--- src/pva_pkg.sv ---
// Package for the polyphonic voice allocator: sizes, slot encoding,
// controller/datapath command and status structs, note math helpers.
// No dependencies.
`default_nettype none
package pva_pkg;

   localparam int VOICES_DEF = 6;
   localparam int NOTE_W     = 7;
   localparam int CHAN_W     = 5;
   localparam int VOICE_W    = 4;
   localparam int OCT_W      = 5;
   localparam int FREQ_W     = 11;
   localparam int SLOT_W     = 8;
   localparam int CSR_AW     = 3;
   localparam int CSR_DW     = 32;

   localparam logic [SLOT_W-1:0] SLOT_FREE = 8'd255;
   localparam logic              OP_NOTE_ON  = 1'b0;
   localparam logic              OP_NOTE_OFF = 1'b1;
   localparam logic              CSR_IDX_MONO_MODE = 1'b0;

   typedef struct packed {
      logic load;
      logic step;
      logic finish;
   } dp_cmd_type;

   typedef struct packed {
      logic hit;
      logic last;
      logic mono;
   } dp_stat_type;

   // note / 12 for notes below 128 via reciprocal 171/2048
   function automatic logic [3:0] note_div12(input logic [NOTE_W-1:0] note);
      logic [14:0] prod;
      prod = 15'(note) * 15'd171;
      return prod[14:11];
   endfunction

   function automatic logic [FREQ_W-1:0] freq_lookup(input logic [3:0] step);
      logic [FREQ_W-1:0] fn;
      case (step)
         4'd0:    fn = 11'd617;
         4'd1:    fn = 11'd653;
         4'd2:    fn = 11'd692;
         4'd3:    fn = 11'd733;
         4'd4:    fn = 11'd777;
         4'd5:    fn = 11'd823;
         4'd6:    fn = 11'd872;
         4'd7:    fn = 11'd924;
         4'd8:    fn = 11'd979;
         4'd9:    fn = 11'd1037;
         4'd10:   fn = 11'd1099;
         4'd11:   fn = 11'd1164;
         default: fn = 11'd0;
      endcase
      return fn;
   endfunction

endpackage
`default_nettype wire

--- src/pva_ctrl.sv ---
// Controller state machine for the voice allocator: accepts a transaction,
// steps the slot search, and issues the finish command. Uses pva_pkg.
`default_nettype none
module pva_ctrl (
   input  wire logic                 clock,
   input  wire logic                 reset,
   input  wire logic                 start,
   output logic                      busy,
   output pva_pkg::dp_cmd_type       cmd,
   input  wire pva_pkg::dp_stat_type stat
);
   import pva_pkg::*;

   localparam logic [1:0] ST_IDLE   = 2'd0;
   localparam logic [1:0] ST_SEARCH = 2'd1;

   logic [1:0] state_ff;
   logic [1:0] state_in;

   always_comb begin
      state_in   = state_ff;
      cmd.load   = 1'b0;
      cmd.step   = 1'b0;
      cmd.finish = 1'b0;
      unique case (state_ff)
         ST_IDLE: begin
            if (start) begin
               cmd.load = 1'b1;
               state_in = ST_SEARCH;
            end
         end
         ST_SEARCH: begin
            if (stat.mono || stat.hit || stat.last) begin
               cmd.finish = 1'b1;
               state_in   = ST_IDLE;
            end else begin
               cmd.step = 1'b1;
            end
         end
         default: begin
            state_in = ST_IDLE;
         end
      endcase
   end

   always_ff @(posedge clock) begin
      if (reset) begin
         state_ff <= ST_IDLE;
      end else begin
         state_ff <= state_in;
      end
   end

   assign busy = (state_ff != ST_IDLE);

endmodule
`default_nettype wire

--- src/pva_dp.sv ---
// Datapath for the voice allocator: captured event, slot table, search
// index, note math and result registers. Uses pva_pkg.
`default_nettype none
module pva_dp #(
   parameter int VOICES = pva_pkg::VOICES_DEF
) (
   input  wire logic                              clock,
   input  wire logic                              reset,
   input  wire pva_pkg::dp_cmd_type               cmd,
   output pva_pkg::dp_stat_type                   stat,
   input  wire logic                              mono_mode,
   input  wire logic                              in_operation,
   input  wire logic [pva_pkg::CHAN_W-1:0]        in_midi_channel,
   input  wire logic [pva_pkg::NOTE_W-1:0]        in_note,
   output logic                                   out_valid,
   output logic                                   out_accepted,
   output logic                                   out_key_on,
   output logic [pva_pkg::VOICE_W-1:0]            out_voice,
   output logic signed [pva_pkg::OCT_W-1:0]       out_octave,
   output logic [pva_pkg::FREQ_W-1:0]             out_freq_number
);
   import pva_pkg::*;

   localparam int IDX_W = (VOICES > 1) ? $clog2(VOICES) : 1;

   logic              op_ff;
   logic [CHAN_W-1:0] chan_ff;
   logic [NOTE_W-1:0] note_ff;
   logic              mono_ff;
   logic [IDX_W-1:0]  idx_ff;
   logic [SLOT_W-1:0] slot_ff [VOICES];

   logic              valid_ff;
   logic              accepted_ff;
   logic              key_on_ff;
   logic [VOICE_W-1:0] voice_ff;
   logic [OCT_W-1:0]  octave_ff;
   logic [FREQ_W-1:0] freq_ff;

   logic [SLOT_W-1:0] cur_slot;
   logic [SLOT_W-1:0] target;
   logic              key_on_in;
   logic              accepted_in;
   logic [VOICE_W-1:0] voice_in;
   logic [3:0]        quot;
   logic [NOTE_W-1:0] rem_full;

   assign cur_slot  = slot_ff[idx_ff];
   assign target    = (op_ff == OP_NOTE_ON) ? SLOT_FREE : {1'b0, note_ff};
   assign stat.hit  = (cur_slot == target);
   assign stat.last = (idx_ff == IDX_W'(VOICES - 1));
   assign stat.mono = mono_ff;

   assign quot     = note_div12(note_ff);
   assign rem_full = note_ff - (NOTE_W'(quot) * NOTE_W'(12));

   always_comb begin
      accepted_in = mono_ff || stat.hit;
      key_on_in   = accepted_in && (op_ff == OP_NOTE_ON);
      if (mono_ff) begin
         voice_in = VOICE_W'(chan_ff - CHAN_W'(1));
      end else if (stat.hit) begin
         voice_in = VOICE_W'(idx_ff);
      end else begin
         voice_in = '0;
      end
   end

   always_ff @(posedge clock) begin
      if (cmd.load) begin
         op_ff   <= in_operation;
         chan_ff <= in_midi_channel;
         note_ff <= in_note;
         mono_ff <= mono_mode;
      end
      if (cmd.finish) begin
         accepted_ff <= accepted_in;
         key_on_ff   <= key_on_in;
         voice_ff    <= voice_in;
         octave_ff   <= key_on_in ? (OCT_W'(quot) - OCT_W'(1)) : '0;
         freq_ff     <= key_on_in ? freq_lookup(rem_full[3:0]) : '0;
      end
   end

   always_ff @(posedge clock) begin
      if (reset) begin
         idx_ff   <= '0;
         valid_ff <= 1'b0;
         for (int i = 0; i < VOICES; i++) begin
            slot_ff[i] <= SLOT_FREE;
         end
      end else begin
         valid_ff <= cmd.finish;
         if (cmd.load) begin
            idx_ff <= '0;
         end else if (cmd.step) begin
            idx_ff <= idx_ff + IDX_W'(1);
         end
         if (cmd.finish && !mono_ff && stat.hit) begin
            slot_ff[idx_ff] <= (op_ff == OP_NOTE_ON) ? {1'b0, note_ff} : SLOT_FREE;
         end
      end
   end

   assign out_valid       = valid_ff;
   assign out_accepted    = accepted_ff;
   assign out_key_on      = key_on_ff;
   assign out_voice       = voice_ff;
   assign out_octave      = signed'(octave_ff);
   assign out_freq_number = freq_ff;

endmodule
`default_nettype wire

--- src/poly_voice_allocator_core.sv ---
// Top level of the polyphonic voice allocator: CSR port, controller and
// datapath. Depends on pva_pkg, pva_ctrl and pva_dp.
//
// An event is taken when start is high and busy is low. A polyphonic event
// scans the slot table one slot per cycle until it finds a free slot (note on)
// or the lowest slot holding the note (note off), or reaches the last slot;
// a mono event skips the scan. The result appears on the rsp_ ports for
// exactly one cycle, marked by rsp_valid, in the same cycle that busy drops;
// the receiver cannot stall it, and a new event may be started in that
// same cycle. Every event yields one result, with rsp_accepted low when no
// slot was free or no slot matched. mono_mode lives at byte address 0 and may
// only be written while busy is low and no result is pending.
`default_nettype none
module poly_voice_allocator_core #(
   parameter int VOICES = pva_pkg::VOICES_DEF
) (
   input  wire logic                          clock,
   input  wire logic                          reset,
   input  wire logic                          start,
   output logic                               busy,
   input  wire logic                          req_operation,
   input  wire logic [pva_pkg::CHAN_W-1:0]    req_midi_channel,
   input  wire logic [pva_pkg::NOTE_W-1:0]    req_note,
   output logic                               rsp_valid,
   output logic                               rsp_accepted,
   output logic                               rsp_key_on,
   output logic [pva_pkg::VOICE_W-1:0]        rsp_voice,
   output logic signed [pva_pkg::OCT_W-1:0]   rsp_octave,
   output logic [pva_pkg::FREQ_W-1:0]         rsp_freq_number,
   input  wire logic                          csr_psel,
   input  wire logic                          csr_penable,
   input  wire logic                          csr_pwrite,
   input  wire logic [pva_pkg::CSR_AW-1:0]    csr_paddr,
   input  wire logic [pva_pkg::CSR_DW-1:0]    csr_pwdata,
   output logic [pva_pkg::CSR_DW-1:0]         csr_prdata,
   output logic                               csr_pready
);
   import pva_pkg::*;

   logic        mono_mode_ff;
   logic        csr_sel_mono;
   dp_cmd_type  cmd;
   dp_stat_type stat;

   assign csr_pready   = 1'b1;
   assign csr_sel_mono = (csr_paddr[2] == CSR_IDX_MONO_MODE) && (csr_paddr[1:0] == 2'd0);

   always_ff @(posedge clock) begin
      if (reset) begin
         mono_mode_ff <= 1'b0;
      end else if (csr_psel && csr_penable && csr_pwrite && csr_pready && csr_sel_mono) begin
         mono_mode_ff <= csr_pwdata[0];
      end
   end

   assign csr_prdata = csr_sel_mono ? {{(CSR_DW-1){1'b0}}, mono_mode_ff} : '0;

   pva_ctrl u_ctrl (
      .clock (clock),
      .reset (reset),
      .start (start),
      .busy  (busy),
      .cmd   (cmd),
      .stat  (stat)
   );

   pva_dp #(
      .VOICES (VOICES)
   ) u_dp (
      .clock           (clock),
      .reset           (reset),
      .cmd             (cmd),
      .stat            (stat),
      .mono_mode       (mono_mode_ff),
      .in_operation    (req_operation),
      .in_midi_channel (req_midi_channel),
      .in_note         (req_note),
      .out_valid       (rsp_valid),
      .out_accepted    (rsp_accepted),
      .out_key_on      (rsp_key_on),
      .out_voice       (rsp_voice),
      .out_octave      (rsp_octave),
      .out_freq_number (rsp_freq_number)
   );

   a_finish_strobes: assert property (@(posedge clock) disable iff (reset)
      cmd.finish |=> rsp_valid)
      else $error("finish without result strobe");

   a_start_goes_busy: assert property (@(posedge clock) disable iff (reset)
      (start && !busy) |=> busy)
      else $error("accepted transaction did not raise busy");

   a_strobe_follows_busy: assert property (@(posedge clock) disable iff (reset)
      rsp_valid |-> $past(busy))
      else $error("result strobe without a transaction in flight");

   a_key_off_zero: assert property (@(posedge clock) disable iff (reset)
      (rsp_valid && !rsp_key_on) |-> (rsp_octave == '0 && rsp_freq_number == '0))
      else $error("key off result carries pitch");

   a_key_on_accepted: assert property (@(posedge clock) disable iff (reset)
      (rsp_valid && rsp_key_on) |-> rsp_accepted)
      else $error("key on without accepted");

endmodule
`default_nettype wire
--- config.mk ---
export PLATFORM = sky130hd
export DESIGN_NAME = poly_voice_allocator_core
export DESIGN_NICKNAME = d
export VERILOG_FILES = /design/src/pva_pkg.sv /design/src/pva_ctrl.sv /design/src/pva_dp.sv /design/src/poly_voice_allocator_core.sv
export SDC_FILE = /design/constraint.sdc
export NUM_CORES = 1
export LEC_CHECK = 0
export ABC_AREA = 1
export BUFFER_PORTS_ARGS = -buffer_cell sky130_fd_sc_hd__buf_4
export CAP_MARGIN = 20
export CELL_PAD_IN_SITES_DETAIL_PLACEMENT = 1
export CELL_PAD_IN_SITES_GLOBAL_PLACEMENT = 2
export CORE_MARGIN = 3
export CORE_UTILIZATION = 30
export DETAILED_ROUTE_END_ITERATION = 10
export MAX_ROUTING_LAYER = met4
export PLACE_DENSITY_LB_ADDON = 0.1
export SLEW_MARGIN = 10
export SYNTH_ARGS = -nofsm -noshare
export SYNTH_HDL_FRONTEND = slang
export SYNTH_SLANG_ARGS = --single-unit
--- constraint.sdc ---
create_clock -name clock -period 10 [get_ports clock]
set_input_delay 0.5 -clock clock [delete_from_list [all_inputs] [get_ports clock]]
set_output_delay 0.5 -clock clock [all_outputs]
set_load 0.02 [all_outputs]
======== Yosys cells after proc, flatten, opt, wreduce, memory -nomap -nowiden ========
Memories as Yosys holds them, arrays and structs flattened. A register that Yosys moved wholly into a read port is not among the register bits.
Index checks and enable logic that the tools add are counted.
word-level totals
  bits in registers ....................... 31
  bits in latches ......................... 0
  RAM bits ................................ 48
  bits in read-only memories .............. 176
  bits of input ports ..................... 54
  output and inout port bits .............. 57
  word-level logic and storage cells ...... 67
  memories ................................ 2
memories
  name             words  bits a word  read ports  clocked after Yosys merged registers in  write ports  RTL line       source
  (no name shown)  16     11           1           1                                        0            pva_pkg.sv:43  case (step)
  u_dp.slot_ff     6      8            1           1                                        6            pva_dp.sv:31   logic [SLOT_W-1:0] slot_ff [VOICES];
cells by class
  $add $sub $neg .......................... 4
  multipliers ............................. 2
  divide/modulo/power cells ............... 0
  magnitude comparators ................... 0
  eq/ne operators ......................... 5
  shifts and indexed selects .............. 0
  muxes and demuxes ....................... 23
  bitwise logic cells ..................... 2
  reductions and logical operators ........ 17
operators with widths
  cell                                                                    number
  8-bit 2-to-1 mux                                                        3
  7-bit by 8-bit multiplier with 15-bit output (second input constant)    1
  3-bit 2-to-1 mux                                                        4
  1-bit 2-to-1 mux                                                        11
  8-bit equality test                                                     1
  8-bit OR reduction                                                      1
  1-bit logical AND                                                       7
  2-bit 2-to-1 mux                                                        3
  4-bit by 1-bit subtractor with 5-bit output (second input constant)     1
  2-bit logical NOT                                                       2
  4-bit by 2-bit multiplier with 2-bit output (second input constant)     1
  4-bit 2-to-1 mux                                                        1
  2-bit case mux with 2 select lines                                      1
  4-bit by 1-bit subtractor with 4-bit output (second input constant)     1
  4-bit subtractor                                                        1
  3-bit by 1-bit adder with 3-bit output (second input constant)          1
  3-bit equality test (second input constant)                             1
  2-bit by 1-bit equality test with 1-bit output (second input constant)  1
  1-bit logical NOT                                                       2
  1-bit logical OR                                                        2
  2-bit by 1-bit != test with 1-bit output (second input constant)        1
  2-bit != test (second input constant)                                   1
  1-bit inverter                                                          2
  2-bit AND reduction                                                     1
  other kinds (2)                                                         2

======== Depth between registers and ports, before layout ========
  word-level depth ........................ 13
  depth in mapped cells ................... 22
  depth with buffers taken out ............ 22

======== Hierarchy ========
Synthesis repeated with hierarchy kept, for this count alone.
unflattened totals
  cells, all modules ...................... 707
  area total of the unflattened synthesis .. 6575.1 um^2
by module, submodules not included
  module                     instances  cells an instance  area each (um^2)  seq. area each (um^2)
  pva_dp                     1          648                6172.2            3113.0
  poly_voice_allocator_core  1          49                 334.1             20.0
  pva_ctrl                   1          10                 68.8              20.0

======== Worst setup path before layout ========
No wires, ideal clock.
  path kind ............................... register to register
  from .................................... register u_dp.note_ff[4]
  to ...................................... register u_dp.freq_ff[7] (netlist: u_dp.out_freq_number[7]), data pin
  library setup time ...................... 0.260 ns
  data arrival time ....................... 4.355 ns
  data required time ...................... 9.740 ns
  path slack .............................. 5.384 ns
  stages on the path, launching flop included .. 22
  buffers on the path ..................... 0
  clock period less this slack ............ 4.616 ns
  cell sequence ........................... edfxtp_1 ha_1 fa_1 inv_1 fa_1 inv_1 fa_1 ha_1 nand2_1 nor2_1 nand4_1 nand3_1 nand2_1 nand2_1 xnor2_1 ha_1 xor2_1 or2_2 nand2_1 inv_1 nand2_1 o21ai_0
on the way
  cells in the longest elaborated chain, start to end .. 6
  elaborated cells on any way between the ends .. 11
  those cells by class .................... add/sub: 1; mul: 2; eq/ne: 1; mux: 3; reduce/logical: 4
ends and longest elaborated chain
  element                                                                               RTL line      source
  from (decl)                                                                           pva_dp.sv:28  logic [NOTE_W-1:0] note_ff;
  from (signal assigned)                                                                pva_dp.sv:73  note_ff <= in_note;
  branches (longest 6 deep; another with 7-bit by 8-bit multiplier with 15-bit output)  -
  to (decl)                                                                             pva_dp.sv:38  logic [FREQ_W-1:0] freq_ff;
Several ways; the timed one is not identified.
A chain may end at the register's enable or synchronous reset.

======== Worst setup path in the final report ========
  from .................................... register u_dp.note_ff[6]
  to ...................................... register u_dp.freq_ff[3] (netlist: u_dp.out_freq_number[3]), data pin
Same word-level chain as after synthesis.

==> run_summary.xml <==
<?xml version="1.0" encoding="UTF-8"?>
<metrics>
  <group name="drt">
    <metric name="antenna_violating_nets_post_route" unit="">0</metric>
    <metric name="post-route-drc-count" unit="">0</metric>
    <metric name="drt_first_pass_iters" unit="">4</metric>
    <metric name="route.detailed.wl_per_inst" unit="um">17.1</metric>
    <metric name="route.detailed.vias_per_inst" unit="">4.65</metric>
    <metric name="routed-via-count" unit="">4628</metric>
    <metric name="final_routed_wirelength_across_all_metal_layers" unit="mm">17.0</metric>
    <metric name="drt-initial-drc-count" unit="">215</metric>
  </group>
  <group name="global_route">
    <metric name="overflow" unit="">0</metric>
    <metric name="global_route_wire_length_before_repair" unit="mm">27.0</metric>
    <metric name="grt_max_degree" unit="">49</metric>
    <metric name="first_global_vias" unit="">4936</metric>
    <metric name="gr-usage-all-layers" unit="%">15.3</metric>
    <metric name="grt_antenna_before_repair" unit="">0</metric>
  </group>
  <group name="timing">
    <metric name="rsz0062_at_grt" unit="">no</metric>
    <metric name="pin_slew_with_the_least_headroom_to_its_limit" unit="ns">1.03</metric>
    <metric name="maxSlewHeadroom" unit="%">31.4</metric>
    <metric name="final_setup_vio_count" unit="">0</metric>
    <metric name="max_clock_freq" unit="MHz">194</metric>
    <metric name="fin_setup_tns" unit="ns">0</metric>
    <metric name="period_minus_slack" unit="ns">5.16</metric>
    <metric name="drv_slew" unit="">0</metric>
    <metric name="timing.clock.skew" unit="ns">0.00637</metric>
    <metric name="finalCritPeriodShare" unit="%">51.6</metric>
    <metric name="finalHoldViolations" unit="">0</metric>
  </group>
  <group name="pwr">
    <metric name="sw_frac_of_total" unit="%">33.3</metric>
    <metric name="power.density_cell_area" unit="mW/mm^2">167</metric>
    <metric name="switching_power" unit="mW">0.396</metric>
    <metric name="comb_power_share" unit="%">27.6</metric>
    <metric name="leakage" unit="nW">3.13</metric>
    <metric name="total_power" unit="mW">1.19</metric>
    <metric name="ir_drop" unit="mV">0.106</metric>
    <metric name="power_frac_seq" unit="%">43.8</metric>
    <metric name="power.clock.fraction" unit="%">28.7</metric>
    <metric name="power_report.internal_total" unit="mW">0.791</metric>
  </group>
  <group name="cts">
    <metric name="cts_hold_buf" unit="">0</metric>
    <metric name="tritoncts.num_buffers" unit="">9</metric>
    <metric name="clk_pin_slew_worst_paths" unit="ns">0.07</metric>
    <metric name="clkLatencyLatePin" unit="ns">0.35</metric>
    <metric name="clock-root-buffer" unit="">clkbuf_16</metric>
    <metric name="post_cts_gate_resize_count" unit="">0</metric>
    <metric name="maximum_count_of_clock_buffers_along_a_single_path" unit="">2</metric>
    <metric name="clock-sinks" unit="">108</metric>
    <metric name="cts_tree" unit="">built</metric>
    <metric name="post_cts.repair.setup_buffers" unit="">0</metric>
    <metric name="cts.htree.levels" unit="">3</metric>
  </group>
  <group name="critical_path">
    <metric name="crit_path_dat" unit="ns">5.35</metric>
    <metric name="cp-start-kind" unit="">flop</metric>
    <metric name="worst_r2r_startpoint" unit="">u_dp.note_ff[6]$_DFFE_PP_</metric>
    <metric name="worst-r2r-cell-count" unit="">22</metric>
    <metric name="endpoint_kind" unit="">flop</metric>
    <metric name="timing_worst_setup_path_type" unit="">reg -&gt; reg</metric>
    <metric name="setup.reg_to_reg.worst_slack" unit="ns">4.84</metric>
    <metric name="critical_path_required" unit="ns">10.19</metric>
    <metric name="cp_max_fo" unit="">6</metric>
    <metric name="r2r-end" unit="">u_dp.out_freq_number[3]$_SDFFCE_PN0N_</metric>
  </group>
  <group name="yosys">
    <metric name="synthDominantCellAreaShare" unit="%">46.5</metric>
    <metric name="proportion_of_synthesized_chip_area_in_sequential_cells" unit="%">49.3</metric>
    <metric name="synth_warnings" unit="">0</metric>
    <metric name="syn-instance-count" unit="">683</metric>
    <metric name="ys_types" unit="">36</metric>
    <metric name="ys.flop_type" unit="">edfxtp_1</metric>
    <metric name="synth_area" unit="sq mm">0.00640</metric>
    <metric name="cell_type_contributing_the_most_total_cell_area_after_synthesis" unit="">edfxtp_1</metric>
    <metric name="post_synth_main_area_contributors" unit="">edfxtp_1, nand2_1, ha_1</metric>
    <metric name="synth-edff-count" unit="">99</metric>
    <metric name="synth-seq-cells" unit="">108</metric>
    <metric name="synth_common_cells" unit="">nand2_1, inv_1, edfxtp_1, nand3_1, ha_1</metric>
    <metric name="most_common_cell_in_the_netlist" unit="">nand2_1</metric>
    <metric name="postSynth.asyncResetShare" unit="%">0</metric>
    <metric name="mean_instance_size_in_the_synthesized_netlist" unit="sq um">9.37</metric>
  </group>
  <group name="worst_hold_path">
    <metric name="min_delay_worst_endpoint" unit="">u_dp.chan_ff[0]$_DFFE_PP_</metric>
    <metric name="hold_path_depth" unit="">1</metric>
    <metric name="hold_path_class" unit="">in -&gt; reg</metric>
    <metric name="worstHoldStart" unit="">req_midi_channel[0]</metric>
  </group>
  <group name="placement">
    <metric name="dpl-instance-area" unit="sq mm">0.00682</metric>
    <metric name="io_buffer_count" unit="">46</metric>
    <metric name="placed_wire_length_estimate_after_detailed_placement" unit="mm">11.8</metric>
    <metric name="finalWeightedCongestion" unit="">0.766</metric>
  </group>
  <group name="cells_and_area">
    <metric name="nNetsFinal" unit="">828</metric>
    <metric name="layout-area-overhead-vs-synth" unit="%">11.1</metric>
    <metric name="drive_gt1_share" unit="%">10.9</metric>
    <metric name="finish.instance_area" unit="sq mm">0.00711</metric>
    <metric name="n_antenna_cell" unit="">0</metric>
    <metric name="fillerInstances" unit="">2404</metric>
  </group>
  <group name="die">
    <metric name="num_rows" unit="">52</metric>
    <metric name="die_width" unit="um">152</metric>
    <metric name="dieArea" unit="sq mm">0.0231</metric>
    <metric name="ioPinCount" unit="">111</metric>
    <metric name="initial_utilization" unit="%">31.0</metric>
    <metric name="die_y" unit="um">152</metric>
    <metric name="fp.coreArea" unit="sq mm">0.0206</metric>
  </group>
  <group name="status">
    <metric name="status" unit="">finished, final reports clean</metric>
  </group>
  <group name="run">
    <metric name="max_cap_violation_count" unit="">0</metric>
  </group>
</metrics>
==> kinds of logic after synthesis <==
family                     after synthesis  share of synthesized area, %
adders and majority gates               54                          11.6
and+or+nand+nor                        315                          22.4
other                                    2                         0.117
xor gates and xnor gates                 7                         0.958
DFF                                    108                          49.3
buffers and inverters                  162                          12.8
AOI/OAI and AO/OA                       35                          2.89
==> layout by cell type, fill, tap and decap left out, drive strengths merged <==
cell,n
nand2,172
inv,106
edfxtp,99
nand3,58
buf,52
ha,45
nand4,39
nor2,35
conb,32
a21oi,19
o21ai,11
clkbuf,10
fa,9
dfxtp,9
clkinv,5
xor2,4
nor3,4
xnor2,3
or2,3
o21a,2
o22ai,2
nand3b,1
o21bai,1
nor3b,1
and2,1
nor4,1
clkinvlp,1
==> metrics by stage <==
stage,utilization [%],hold slack (ns),setup slack (ns),std cells
after floorplan,-,0.408,5.38,713
after global routing,34.5,0.299,4.36,995
after global placement,33.0,0.447,4.77,977
after detailed placement,33.1,0.437,4.74,978
after CTS,34.3,0.305,4.70,994
final,34.5,0.315,4.84,995
==> critical path: stages (launching register included) <==
cell	delay (ns)
edfxtp_1	0.57
ha_1	0.41
fa_1	0.52
inv_1	0.05
fa_1	0.50
inv_1	0.05
fa_1	0.45
ha_1	0.29
nand2_1	0.05
nor2_1	0.13
nand4_1	0.11
nand3_1	0.12
nand2_1	0.06
nand2_1	0.12
xnor2_1	0.16
ha_1	0.30
xor2_1	0.18
or2_2	0.29
nand2_1	0.16
inv_1	0.13
nor2_2	0.18
nand2_1	0.06
o21ai_0	0.09
==> layout make-up <==
class / instances / area (sq um) / share of cell area, %
sequential: 108 / 3150 / 44.3
multi-input combinational: 443 / 2540 / 35.7
timing repair buffer: 52 / 410 / 5.77
inverter: 106 / 403 / 5.67
tap: 270 / 338 / 4.75
clock buffer: 10 / 229 / 3.22
clock inverter: 6 / 38.8 / 0.545
==> state kept, by name, summed over array words and instances, names as in the netlist, 3 cells and up, named ones only <==
register / count
u_dp.slot_ff: 64
u_dp.out_freq_number: 11
u_dp.note_ff: 7
u_dp.out_octave: 5
u_dp.chan_ff: 4
u_dp.out_voice: 4
u_dp.idx_ff: 3
==> worst max path at each step <==
| stage | from | end | slack [ns] | depth (start not counted) |
|---|---|---|---|---|
| floorplan | u_dp.note_ff[4]$_DFFE_PP_ | u_dp.out_freq_number[7]$_SDFFCE_PN0N_ | 5.38 | 21 |
| global placement | u_dp.note_ff[6]$_DFFE_PP_ | u_dp.out_freq_number[0]$_SDFFCE_PN0N_ | 4.77 | 22 |
| detailed placement | u_dp.note_ff[6]$_DFFE_PP_ | u_dp.out_freq_number[7]$_SDFFCE_PN0N_ | 4.74 | 21 |
| CTS | u_dp.note_ff[6]$_DFFE_PP_ | u_dp.out_freq_number[3]$_SDFFCE_PN0N_ | 4.70 | 22 |
| global route | u_dp.note_ff[6]$_DFFE_PP_ | u_dp.out_freq_number[3]$_SDFFCE_PN0N_ | 4.36 | 22 |
| finish | u_dp.note_ff[6]$_DFFE_PP_ | u_dp.out_freq_number[3]$_SDFFCE_PN0N_ | 4.84 | 22 |
==> power by group through the flow <==
stage / registers [mW] / logic [mW] / clock network [mW]
after floorplan: 0.532 / 0.249 / 0
after global placement: 0.530 / 0.326 / 0
after detailed placement: 0.530 / 0.333 / 0
after CTS: 0.520 / 0.335 / 0.349
after global routing: 0.521 / 0.386 / 0.363
final: 0.519 / 0.327 / 0.340
==> per-layer routing <==
layer	vias to the layer above	share of wire (%)	track usage, %
met2	84	49	25.5
met3	21	3.8	3.27
li1	2270	-	-
met4	0	1.8	4.67
met1	2253	46	18.7
met5	-	0	-
Note: power is estimated with default switching activity, not from simulation.
